$ cat src/rtl/core/rxff_pkg.sv
// ============================================================================
// rxff_pkg
// Shared types, constants and helpers of the receive frame filter.
// ============================================================================
`default_nettype none

package rxff_pkg;

    // Field widths.
    localparam int BYTE_W   = 8;
    localparam int MAC_W    = 48;
    localparam int TYPE_W   = 16;
    localparam int LEN_W    = 16;
    localparam int CFG_ADDR_W = 2;
    localparam int CFG_DATA_W = MAC_W;

    // Record layout: a two-byte length prefix, then the frame header.
    localparam int PREFIX_BYTES = 2;
    localparam int MAC_BYTES    = 6;
    localparam int HDR_TYPE_OFS = 12;
    localparam int HDR_SIZE_OFS = 14;

    // Record byte positions (prefix included).
    localparam logic [LEN_W-1:0] POS_LEN_HI    = LEN_W'(0);
    localparam logic [LEN_W-1:0] POS_LEN_LO    = LEN_W'(1);
    localparam logic [LEN_W-1:0] POS_DST_FIRST = LEN_W'(PREFIX_BYTES);
    localparam logic [LEN_W-1:0] POS_DST_LAST  = LEN_W'(PREFIX_BYTES + MAC_BYTES - 1);
    localparam logic [LEN_W-1:0] POS_TYPE_HI   = LEN_W'(PREFIX_BYTES + HDR_TYPE_OFS);
    localparam logic [LEN_W-1:0] POS_TYPE_LO   = LEN_W'(PREFIX_BYTES + HDR_TYPE_OFS + 1);
    localparam logic [LEN_W-1:0] POS_SIZE_HI   = LEN_W'(PREFIX_BYTES + HDR_SIZE_OFS);
    localparam logic [LEN_W-1:0] POS_SIZE_LO   = LEN_W'(PREFIX_BYTES + HDR_SIZE_OFS + 1);
    localparam logic [LEN_W-1:0] POS_MAX       = {LEN_W{1'b1}};

    localparam logic [BYTE_W-1:0] BCAST_BYTE   = 8'hFF;
    localparam logic [15:0]       MTU_RESET    = 16'd1498;

    // Configuration register indexes.
    typedef enum logic [CFG_ADDR_W-1:0] {
        CFG_OWN_MAC    = 2'd0,
        CFG_ETHER_TYPE = 2'd1,
        CFG_MTU_LIMIT  = 2'd2
    } cfg_addr_t;

    // Result status codes.
    typedef enum logic [1:0] {
        ST_OK        = 2'd0,
        ST_BAD_DEST  = 2'd1,
        ST_BAD_TYPE  = 2'd2,
        ST_TRUNCATED = 2'd3
    } status_t;

    // One result item.
    typedef struct packed {
        status_t          status;
        logic [LEN_W-1:0] frame_length;
        logic [LEN_W-1:0] payload_length;
    } rec_result_t;

    // Byte of the station MAC for destination byte idx (0 = first sent).
    function automatic logic [BYTE_W-1:0] mac_byte(input logic [MAC_W-1:0] mac,
                                                   input logic [2:0] idx);
        logic [BYTE_W-1:0] b;
        case (idx)
            3'd0:    b = mac[47:40];
            3'd1:    b = mac[39:32];
            3'd2:    b = mac[31:24];
            3'd3:    b = mac[23:16];
            3'd4:    b = mac[15:8];
            3'd5:    b = mac[7:0];
            default: b = '0;
        endcase
        return b;
    endfunction

    // Value minus two, floored at zero.
    function automatic logic [LEN_W-1:0] minus_two(input logic [LEN_W-1:0] v);
        return (v >= LEN_W'(2)) ? (v - LEN_W'(2)) : '0;
    endfunction

endpackage

`default_nettype wire

$ cat src/rtl/core/ethernet_rx_frame_filter_top.sv
// A result item is registered as its record's last byte leaves the input register.
// Throughput: one byte per cycle; the input register and the result register
// decouple the two channels, so bytes keep flowing while a result waits.
// Only a record's last byte can stall, and only while a result is untaken.
// Reset (aresetn, synchronous, active low) empties both registers, clears the
// record state and sets own_mac and ether_type to 0 and mtu_limit to 1498.
// ============================================================================
// ethernet_rx_frame_filter_top
// Receive destination and ethertype filter with a length check.
// ============================================================================
`default_nettype none

module ethernet_rx_frame_filter_top (
    input  wire logic                              aclk,
    input  wire logic                              aresetn,
    // Input byte channel.
    input  wire logic                              s_valid,
    output logic                                   s_ready,
    input  wire logic [rxff_pkg::BYTE_W-1:0]       s_data_byte,
    input  wire logic                              s_last,
    // Result channel.
    output logic                                   m_valid,
    input  wire logic                              m_ready,
    output logic [1:0]                             m_status,
    output logic [rxff_pkg::LEN_W-1:0]             m_frame_length,
    output logic [rxff_pkg::LEN_W-1:0]             m_payload_length,
    // Configuration write channel.
    input  wire logic                              cfg_valid,
    output logic                                   cfg_ready,
    input  wire logic [rxff_pkg::CFG_ADDR_W-1:0]   cfg_addr,
    input  wire logic [rxff_pkg::CFG_DATA_W-1:0]   cfg_data
);
    import rxff_pkg::*;

    logic [MAC_W-1:0]  own_mac_reg;
    logic [TYPE_W-1:0] ether_type_reg;
    logic [LEN_W-1:0]  mtu_limit_reg;

    logic              in_valid_reg;
    logic [BYTE_W-1:0] in_byte_reg;
    logic              in_last_reg;

    logic              m_valid_reg;
    rec_result_t       out_reg;
    rec_result_t       hdr_result;

    logic              advance;
    logic              out_load;

    // Configuration registers; writes are always taken.
    assign cfg_ready = 1'b1;

    always_ff @(posedge aclk) begin
        if (!aresetn) begin
            own_mac_reg    <= '0;
            ether_type_reg <= '0;
            mtu_limit_reg  <= MTU_RESET;
        end else if (cfg_valid) begin
            case (cfg_addr)
                CFG_OWN_MAC:    own_mac_reg    <= cfg_data;
                CFG_ETHER_TYPE: ether_type_reg <= cfg_data[TYPE_W-1:0];
                CFG_MTU_LIMIT:  mtu_limit_reg  <= cfg_data[LEN_W-1:0];
                default:        ;
            endcase
        end
    end

    // The held byte moves on unless it ends a record and the result is still untaken.
    assign out_load = advance && in_last_reg;
    assign advance  = in_valid_reg && (!in_last_reg || !m_valid_reg || m_ready);
    assign s_ready  = !in_valid_reg || advance;

    // Input register.
    always_ff @(posedge aclk) begin
        if (!aresetn) begin
            in_valid_reg <= 1'b0;
        end else if (s_ready) begin
            in_valid_reg <= s_valid;
        end
    end

    always_ff @(posedge aclk) begin
        if (s_valid && s_ready) begin
            in_byte_reg <= s_data_byte;
            in_last_reg <= s_last;
        end
    end

    // Header tracking and result logic.
    rxff_hdr u_hdr (
        .aclk       (aclk),
        .aresetn    (aresetn),
        .step       (advance),
        .data_byte  (in_byte_reg),
        .last       (in_last_reg),
        .own_mac    (own_mac_reg),
        .ether_type (ether_type_reg),
        .mtu_limit  (mtu_limit_reg),
        .result     (hdr_result)
    );

    // Result register.
    always_ff @(posedge aclk) begin
        if (!aresetn) begin
            m_valid_reg <= 1'b0;
        end else if (out_load) begin
            m_valid_reg <= 1'b1;
        end else if (m_ready) begin
            m_valid_reg <= 1'b0;
        end
    end

    always_ff @(posedge aclk) begin
        if (out_load) begin
            out_reg <= hdr_result;
        end
    end

    assign m_valid          = m_valid_reg;
    assign m_status         = out_reg.status;
    assign m_frame_length   = out_reg.frame_length;
    assign m_payload_length = out_reg.payload_length;

    // A held byte that cannot move on stays in the input register unchanged.
    assert property (@(posedge aclk) disable iff (!aresetn)
        in_valid_reg && !advance |=> in_valid_reg && $stable(in_byte_reg)
                                     && $stable(in_last_reg))
        else $error("input register lost a stalled item");

    // A new item is only taken into an empty or draining input register.
    assert property (@(posedge aclk) disable iff (!aresetn)
        s_valid && s_ready && in_valid_reg |-> advance)
        else $error("input register overwritten");

    // The result register is never reloaded while its item is still untaken.
    assert property (@(posedge aclk) disable iff (!aresetn)
        out_load && m_valid_reg |-> m_ready)
        else $error("result item overwritten before it was taken");

    // The payload length, a size field minus two, stays at or below POS_MAX minus two.
    assert property (@(posedge aclk) disable iff (!aresetn)
        m_valid_reg |-> out_reg.payload_length <= (POS_MAX - LEN_W'(2)))
        else $error("payload length out of range");

endmodule

`default_nettype wire

$ cat src/rtl/core/rxff_hdr.sv
// ============================================================================
// rxff_hdr
// Per-record header tracker: position count, prefix and size capture,
// destination and ethertype match flags, and the result of the last byte.
// ============================================================================
`default_nettype none

module rxff_hdr (
    input  wire logic                          aclk,
    input  wire logic                          aresetn,
    input  wire logic                          step,
    input  wire logic [rxff_pkg::BYTE_W-1:0]   data_byte,
    input  wire logic                          last,
    input  wire logic [rxff_pkg::MAC_W-1:0]    own_mac,
    input  wire logic [rxff_pkg::TYPE_W-1:0]   ether_type,
    input  wire logic [rxff_pkg::LEN_W-1:0]    mtu_limit,
    output rxff_pkg::rec_result_t              result
);
    import rxff_pkg::*;

    logic [LEN_W-1:0] pos_reg,    pos_next;
    logic [LEN_W-1:0] prefix_reg, prefix_next;
    logic [LEN_W-1:0] size_reg,   size_next;
    logic             own_reg,    own_next;
    logic             bcast_reg,  bcast_next;
    logic             type_reg,   type_next;
    logic [2:0]       dst_idx;
    logic [LEN_W-1:0] flen;
    logic             dest_full;
    logic             type_full;

    // Fold the current byte into the record fields.
    always_comb begin
        prefix_next = prefix_reg;
        size_next   = size_reg;
        own_next    = own_reg;
        bcast_next  = bcast_reg;
        type_next   = type_reg;
        dst_idx     = pos_reg[2:0] - 3'(PREFIX_BYTES);

        if (pos_reg == POS_LEN_HI) begin
            prefix_next[15:8] = data_byte;
        end else if (pos_reg == POS_LEN_LO) begin
            prefix_next[7:0] = data_byte;
        end else if (pos_reg >= POS_DST_FIRST && pos_reg <= POS_DST_LAST) begin
            if (data_byte != mac_byte(own_mac, dst_idx)) begin
                own_next = 1'b0;
            end
            if (data_byte != BCAST_BYTE) begin
                bcast_next = 1'b0;
            end
        end else if (pos_reg == POS_TYPE_HI) begin
            if (data_byte != ether_type[15:8]) begin
                type_next = 1'b0;
            end
        end else if (pos_reg == POS_TYPE_LO) begin
            if (data_byte != ether_type[7:0]) begin
                type_next = 1'b0;
            end
        end else if (pos_reg == POS_SIZE_HI) begin
            size_next[15:8] = data_byte;
        end else if (pos_reg == POS_SIZE_LO) begin
            size_next[7:0] = data_byte;
        end

        pos_next = (pos_reg != POS_MAX) ? pos_reg + LEN_W'(1) : pos_reg;
    end

    // Result for a record ending on the current byte, in priority order.
    always_comb begin
        flen      = minus_two(prefix_next);
        dest_full = (pos_reg >= POS_DST_LAST);
        type_full = (pos_reg >= POS_TYPE_LO);

        if (!dest_full || (!own_next && !bcast_next)) begin
            result.status = ST_BAD_DEST;
        end else if (!type_full || !type_next) begin
            result.status = ST_BAD_TYPE;
        end else if (flen > mtu_limit) begin
            result.status = ST_TRUNCATED;
        end else begin
            result.status = ST_OK;
        end
        result.frame_length   = flen;
        result.payload_length = minus_two(size_next);
    end

    // Record state; the last byte returns it to the start of a record.
    always_ff @(posedge aclk) begin
        if (!aresetn || (step && last)) begin
            pos_reg    <= '0;
            prefix_reg <= '0;
            size_reg   <= '0;
            own_reg    <= 1'b1;
            bcast_reg  <= 1'b1;
            type_reg   <= 1'b1;
        end else if (step) begin
            pos_reg    <= pos_next;
            prefix_reg <= prefix_next;
            size_reg   <= size_next;
            own_reg    <= own_next;
            bcast_reg  <= bcast_next;
            type_reg   <= type_next;
        end
    end

    // A record that ended leaves the tracker at its start.
    assert property (@(posedge aclk) disable iff (!aresetn)
        step && last |=> pos_reg == '0 && own_reg && bcast_reg && type_reg)
        else $error("rxff_hdr: record state not cleared after last byte");

    // The byte position holds at its top value instead of wrapping.
    assert property (@(posedge aclk) disable iff (!aresetn)
        step && !last && pos_reg == POS_MAX |=> pos_reg == POS_MAX)
        else $error("rxff_hdr: byte position wrapped");

    // A destination mismatch stays recorded until the record ends.
    assert property (@(posedge aclk) disable iff (!aresetn)
        !own_reg && !(step && last) |=> !own_reg)
        else $error("rxff_hdr: destination mismatch lost within a record");

endmodule

`default_nettype wire

$ cat config.mk
export PLATFORM = sky130hd
export DESIGN_NAME = ethernet_rx_frame_filter_top
export DESIGN_NICKNAME = d
export VERILOG_FILES = /design/src/rtl/core/rxff_pkg.sv /design/src/rtl/core/ethernet_rx_frame_filter_top.sv /design/src/rtl/core/rxff_hdr.sv
export SDC_FILE = /design/constraint.sdc
export NUM_CORES = 1
export LEC_CHECK = 0
export BUFFER_PORTS_ARGS = -buffer_cell sky130_fd_sc_hd__buf_2
export CELL_PAD_IN_SITES_DETAIL_PLACEMENT = 1
export CELL_PAD_IN_SITES_GLOBAL_PLACEMENT = 2
export CORE_UTILIZATION = 33
export CTS_CLUSTER_DIAMETER = 120
export DETAILED_ROUTE_END_ITERATION = 10
export GPL_TIMING_DRIVEN = 0
export PLACE_DENSITY = 0.86
export SLEW_MARGIN = 40
export SYNTH_ARGS = -nofsm -noshare
export SYNTH_HDL_FRONTEND = slang
export SYNTH_HIERARCHICAL = 1
export SYNTH_SLANG_ARGS = --single-unit
$ cat constraint.sdc
create_clock -name aclk -period 4.38 [get_ports aclk]
set_clock_uncertainty 0.05 [all_clocks]
set_input_delay 0.876 -clock aclk [delete_from_list [all_inputs] [get_ports aclk]]
set_output_delay 0.876 -clock aclk [all_outputs]
set_load 0.02 [all_outputs]
==> insert_results.sql <==
INSERT INTO impl_metrics (metric_group, metric, value, unit) VALUES
('routing', 'routed-via-count', '8063', ''),
('floorplan', 'total_die_area', '28960', 'µm²'),
('cells_and_area', 'post_route_cells_drive_above_1_share', '20.69', '%'),
('grt', 'grt_usage', '20.93', '%'),
('grt', 'grt_pass1_vias', '8226', ''),
('cts', 'clk-insertion-delay-late', '0.43', 'ns'),
('cells_and_area', 'antenna_diode_count', '0', ''),
('place', 'buffer_ports.inserted', '99', ''),
('routing', 'drt_wl_total', '29630', 'µm'),
('cts', 'cts_tree', 'yes', ''),
('cts', 'path_clk_slew', '0.08', 'ns'),
('routing', 'drt_pass1_iterations', '5', ''),
('worst_setup_path', 'timing.critical_path.arrival', '4.34', 'ns'),
('sta', 'final_min_period_over_clock_period', '96.36', '%'),
('yosys', 'library_cells_used_by_synthesis', '68', ''),
('worst_setup_path', 'setup.worst_path.start_class', 'flop', ''),
('sta', 'max_clock_freq', '236.9', 'MHz'),
('cells_and_area', 'nNetsFinal', '1258', ''),
('yosys', 'yosys_reg_bits', '176', ''),
('sta', 'final_period_minus_worst_setup_slack', '4.221', 'ns'),
('cts', 'clock_sinks', '176', ''),
('worst_setup_path', 'cp_data_required_time', '4.50', 'ns'),
('routing', 'avgRoutedWirePerCell', '18.97', 'µm'),
('cts', 'clk_root_buffer_cell', 'sky130_fd_sc_hd__clkbuf_16', ''),
('power', 'power-per-cell-area', '353.3', 'nW/µm²'),
('sta', 'final.setup.tns', '0', 'ns'),
('run', 'timing.max_cap.violations', '0', ''),
('grt', 'grt_remaining_overflow', '0', ''),
('min_path', 'whs_endpoint', 'own_mac_reg[40]$_SDFFE_PN0P_', ''),
('worst_setup_path', 'setup.worst_path.end_class', 'flop', ''),
('yosys', 'synth_edf_count', '43', ''),
('cells_and_area', 'mostFrequentLayoutCell', 'sky130_fd_sc_hd__nand2_1', ''),
('cts', 'cts_hold_repair.buffers', '0', ''),
('worst_setup_path', 'worst-path-max-fanout', '10', ''),
('power', 'report.power.total', '0.004028', 'W'),
('routing', 'detail-route-antenna-nets', '0', ''),
('yosys', 'synth_net_count', '1114', ''),
('sta', 'max_slew.worst_pin.slew', '0.8864', 'ns'),
('worst_setup_path', 'internal_reg_to_reg_setup_slack', '0.16', 'ns'),
('power', 'vdd.ir_drop.worst', '0.2547', 'mV'),
('cells_and_area', 'flow.area_growth_from_synthesis', '22.17', '%'),
('min_path', 'hold-path-cell-count', '2', ''),
('yosys', 'yosysWarningCount', '6', ''),
('grt', 'global_route_wire_length_before_repair', '46310', 'µm'),
('yosys', 'post_synth.cell_area_avg', '9.089', 'µm²'),
('min_path', 'hold_path.startpoint', 'own_mac_reg[40]$_SDFFE_PN0P_', ''),
('cells_and_area', 'post-route-cell-area', '11400', 'µm²'),
('floorplan', 'die_x', '170.2', 'µm'),
('yosys', 'synth_sequential_area_ratio', '42.36', '%'),
('yosys', 'netlist_area', '9334', 'µm²'),
('place', 'detailed_place_hpwl', '21590', 'µm'),
('routing', 'drtIter0Drc', '449', ''),
('floorplan', 'start_util', '33.60', '%'),
('cts', 'clock_path_buffers', '2', ''),
('floorplan', 'std_cell_rows', '61', ''),
('floorplan', 'top_level_ports', '101', ''),
('grt', 'grt_max_degree', '24', ''),
('sta', 'finalMaxSlewViolations', '0', ''),
('min_path', 'hp-class', 'flop to flop', ''),
('floorplan', 'floorplan.core_area', '27780', 'µm²'),
('yosys', 'post_synth_inst_count', '1027', ''),
('sta', 'timing.final.setup_violations', '0', ''),
('sta', 'setup_repair_after_global_routing_missed_its_margin', 'no', ''),
('cells_and_area', 'largest_register_ff_count', '48', ''),
('routing', 'drc', '0', ''),
('yosys', 'postSynth.topFlopCell', 'sky130_fd_sc_hd__dfxtp_1', ''),
('cells_and_area', 'most-common-layout-cells', 'sky130_fd_sc_hd__nand2_1 (190), sky130_fd_sc_hd__dfxtp_1 (131), sky130_fd_sc_hd__buf_2 (114), sky130_fd_sc_hd__mux2i_1 (108), sky130_fd_sc_hd__nor2_1 (76)', ''),
('outcome', 'status', 'finished clean', ''),
('sta', 'slew-limit-headroom', '40.90', '%'),
('yosys', 'postSynth.asyncResetShare', '0', '%'),
('cts', 'cts_inserted_buffers', '17', '');
==> where the power goes <==
| group | leakage (nW) | switching, W | internal, W | total (W) |
|---|---|---|---|---|
| sequential | 1.48 | 0.0000348 | 0.00173 | 0.00176 |
| combinational | 2.76 | 0.000378 | 0.000263 | 0.000641 |
| clock | 0.311 | 0.000740 | 0.000886 | 0.00163 |
==> cells in the mapped netlist, drive strengths merged, types with 7 or more instances <==
master / number / area (µm²)
ha: 23 / 287.8
nor4: 19 / 148.9
nand2: 190 / 713.2
nor2: 79 / 304.0
nor3: 29 / 150.1
and2: 7 / 43.79
nand4b: 8 / 70.07
a221oi: 7 / 61.31
nand3: 13 / 65.06
a211oi: 12 / 100.1
a21o: 9 / 67.56
mux2i: 115 / 1164
clkbuf: 44 / 165.2
mux2: 7 / 82.57
a31oi: 8 / 50.05
dfxtp: 133 / 2663
a21oi: 32 / 160.2
a22oi: 13 / 97.59
o21a: 7 / 52.55
xnor2: 40 / 350.3
inv: 30 / 112.6
o211ai: 9 / 67.56
buf: 29 / 188.9
o21ai: 25 / 125.1
xor2: 13 / 113.9
edfxtp: 43 / 1291
nand4: 16 / 100.1
==> area by class of cell <==
type	count	area [µm²]
fill	3310	16380
multi-input combinational	748	5112
sequential	176	3961
timing repair buffer	125	701.9
clock buffer	19	475.5
tap	378	473.0
buffer	73	409.1
clock inverter	13	157.7
inverter	30	112.6
==> what timing repair did <==
| item | 4_1_cts | 5_1_grt |
|---|---|---|
| resized for setup | 27 | 32 |
| pin swaps | 6 | 12 |
| setup buffers | 10 | 15 |
| hold endpoints to repair | 0 | 0 |
| setup endpoints to repair | 2 | 5 |
==> worst max-delay path by stage <==
stage / from / endpoint / slack (ns) / depth (start not counted)
after detailed placement: u_hdr/pos_reg[1]$_SDFFE_PP0P_ / m_status[1]$_DFFE_PP_ / -1.08 / 19
after global routing: u_hdr/pos_reg[0]$_SDFFE_PP0P_ / m_status[1]$_DFFE_PP_ / 0.006 / 20
after global placement: u_hdr/pos_reg[1]$_SDFFE_PP0P_ / m_status[1]$_DFFE_PP_ / -1.05 / 19
after floorplan: u_hdr/pos_reg[1]$_SDFFE_PP0P_ / m_status[1]$_DFFE_PP_ / 0.008 / 19
final: u_hdr/pos_reg[0]$_SDFFE_PP0P_ / m_status[1]$_DFFE_PP_ / 0.16 / 20
after CTS: u_hdr/pos_reg[1]$_SDFFE_PP0P_ / m_status[1]$_DFFE_PP_ / 0.01 / 15
==> critical path: stages (launching register included) <==
cell and delay, ns:
sky130_fd_sc_hd__dfxtp_4 0.38, sky130_fd_sc_hd__inv_2 0.06, sky130_fd_sc_hd__ha_4 0.16, sky130_fd_sc_hd__clkbuf_8 0.13, sky130_fd_sc_hd__nor4b_4 0.22, sky130_fd_sc_hd__nand4_1 0.13, sky130_fd_sc_hd__buf_6 0.18, sky130_fd_sc_hd__buf_12 0.15
sky130_fd_sc_hd__mux2i_4 0.19, sky130_fd_sc_hd__ha_2 0.22, sky130_fd_sc_hd__buf_8 0.12, sky130_fd_sc_hd__nand3b_1 0.08, sky130_fd_sc_hd__xor2_1 0.17, sky130_fd_sc_hd__a211oi_2 0.30, sky130_fd_sc_hd__ha_1 0.29, sky130_fd_sc_hd__a21o_1 0.18
sky130_fd_sc_hd__a21o_1 0.18, sky130_fd_sc_hd__a21oi_2 0.13, sky130_fd_sc_hd__o221ai_2 0.14, sky130_fd_sc_hd__a221o_1 0.33, sky130_fd_sc_hd__o21a_1 0.14
==> routing by layer <==
metal | GRT usage (%) | vias up | share of wire (%)
met5 | 0 | - | 0
met4 | 5.562 | 0 | 1.9
met3 | 3.372 | 32 | 4.1
li1 | - | 3903 | -
met2 | 35.17 | 197 | 47
met1 | 27.70 | 3931 | 47
==> metrics by stage <==
step	std cells	setup slack [ns]	hold WS, ns
final	1562	0.1595	0.4122
after global placement	1504	-1.052	0.3918
after CTS	1547	0.01143	0.4173
after detailed placement	1505	-1.077	0.4060
after floorplan	1027	0.007584	0.3841
after global routing	1562	0.006076	0.4307
==> cells by family (layout without fill, tap and decap cells) <==
logic type      Yosys count  in the layout  synth area share (%)
buf+inv                 103            260                 5.000
other cells               1              1               0.04018
xor+xnor                 53             53                 4.973
compound gates          144            144                 10.35
fa+ha+maj                23             23                 3.083
flops                   176            176                 42.36
simple gates            405            405                 20.84
mux                     122            122                 13.35
Power figures use the tool's default switching activity.
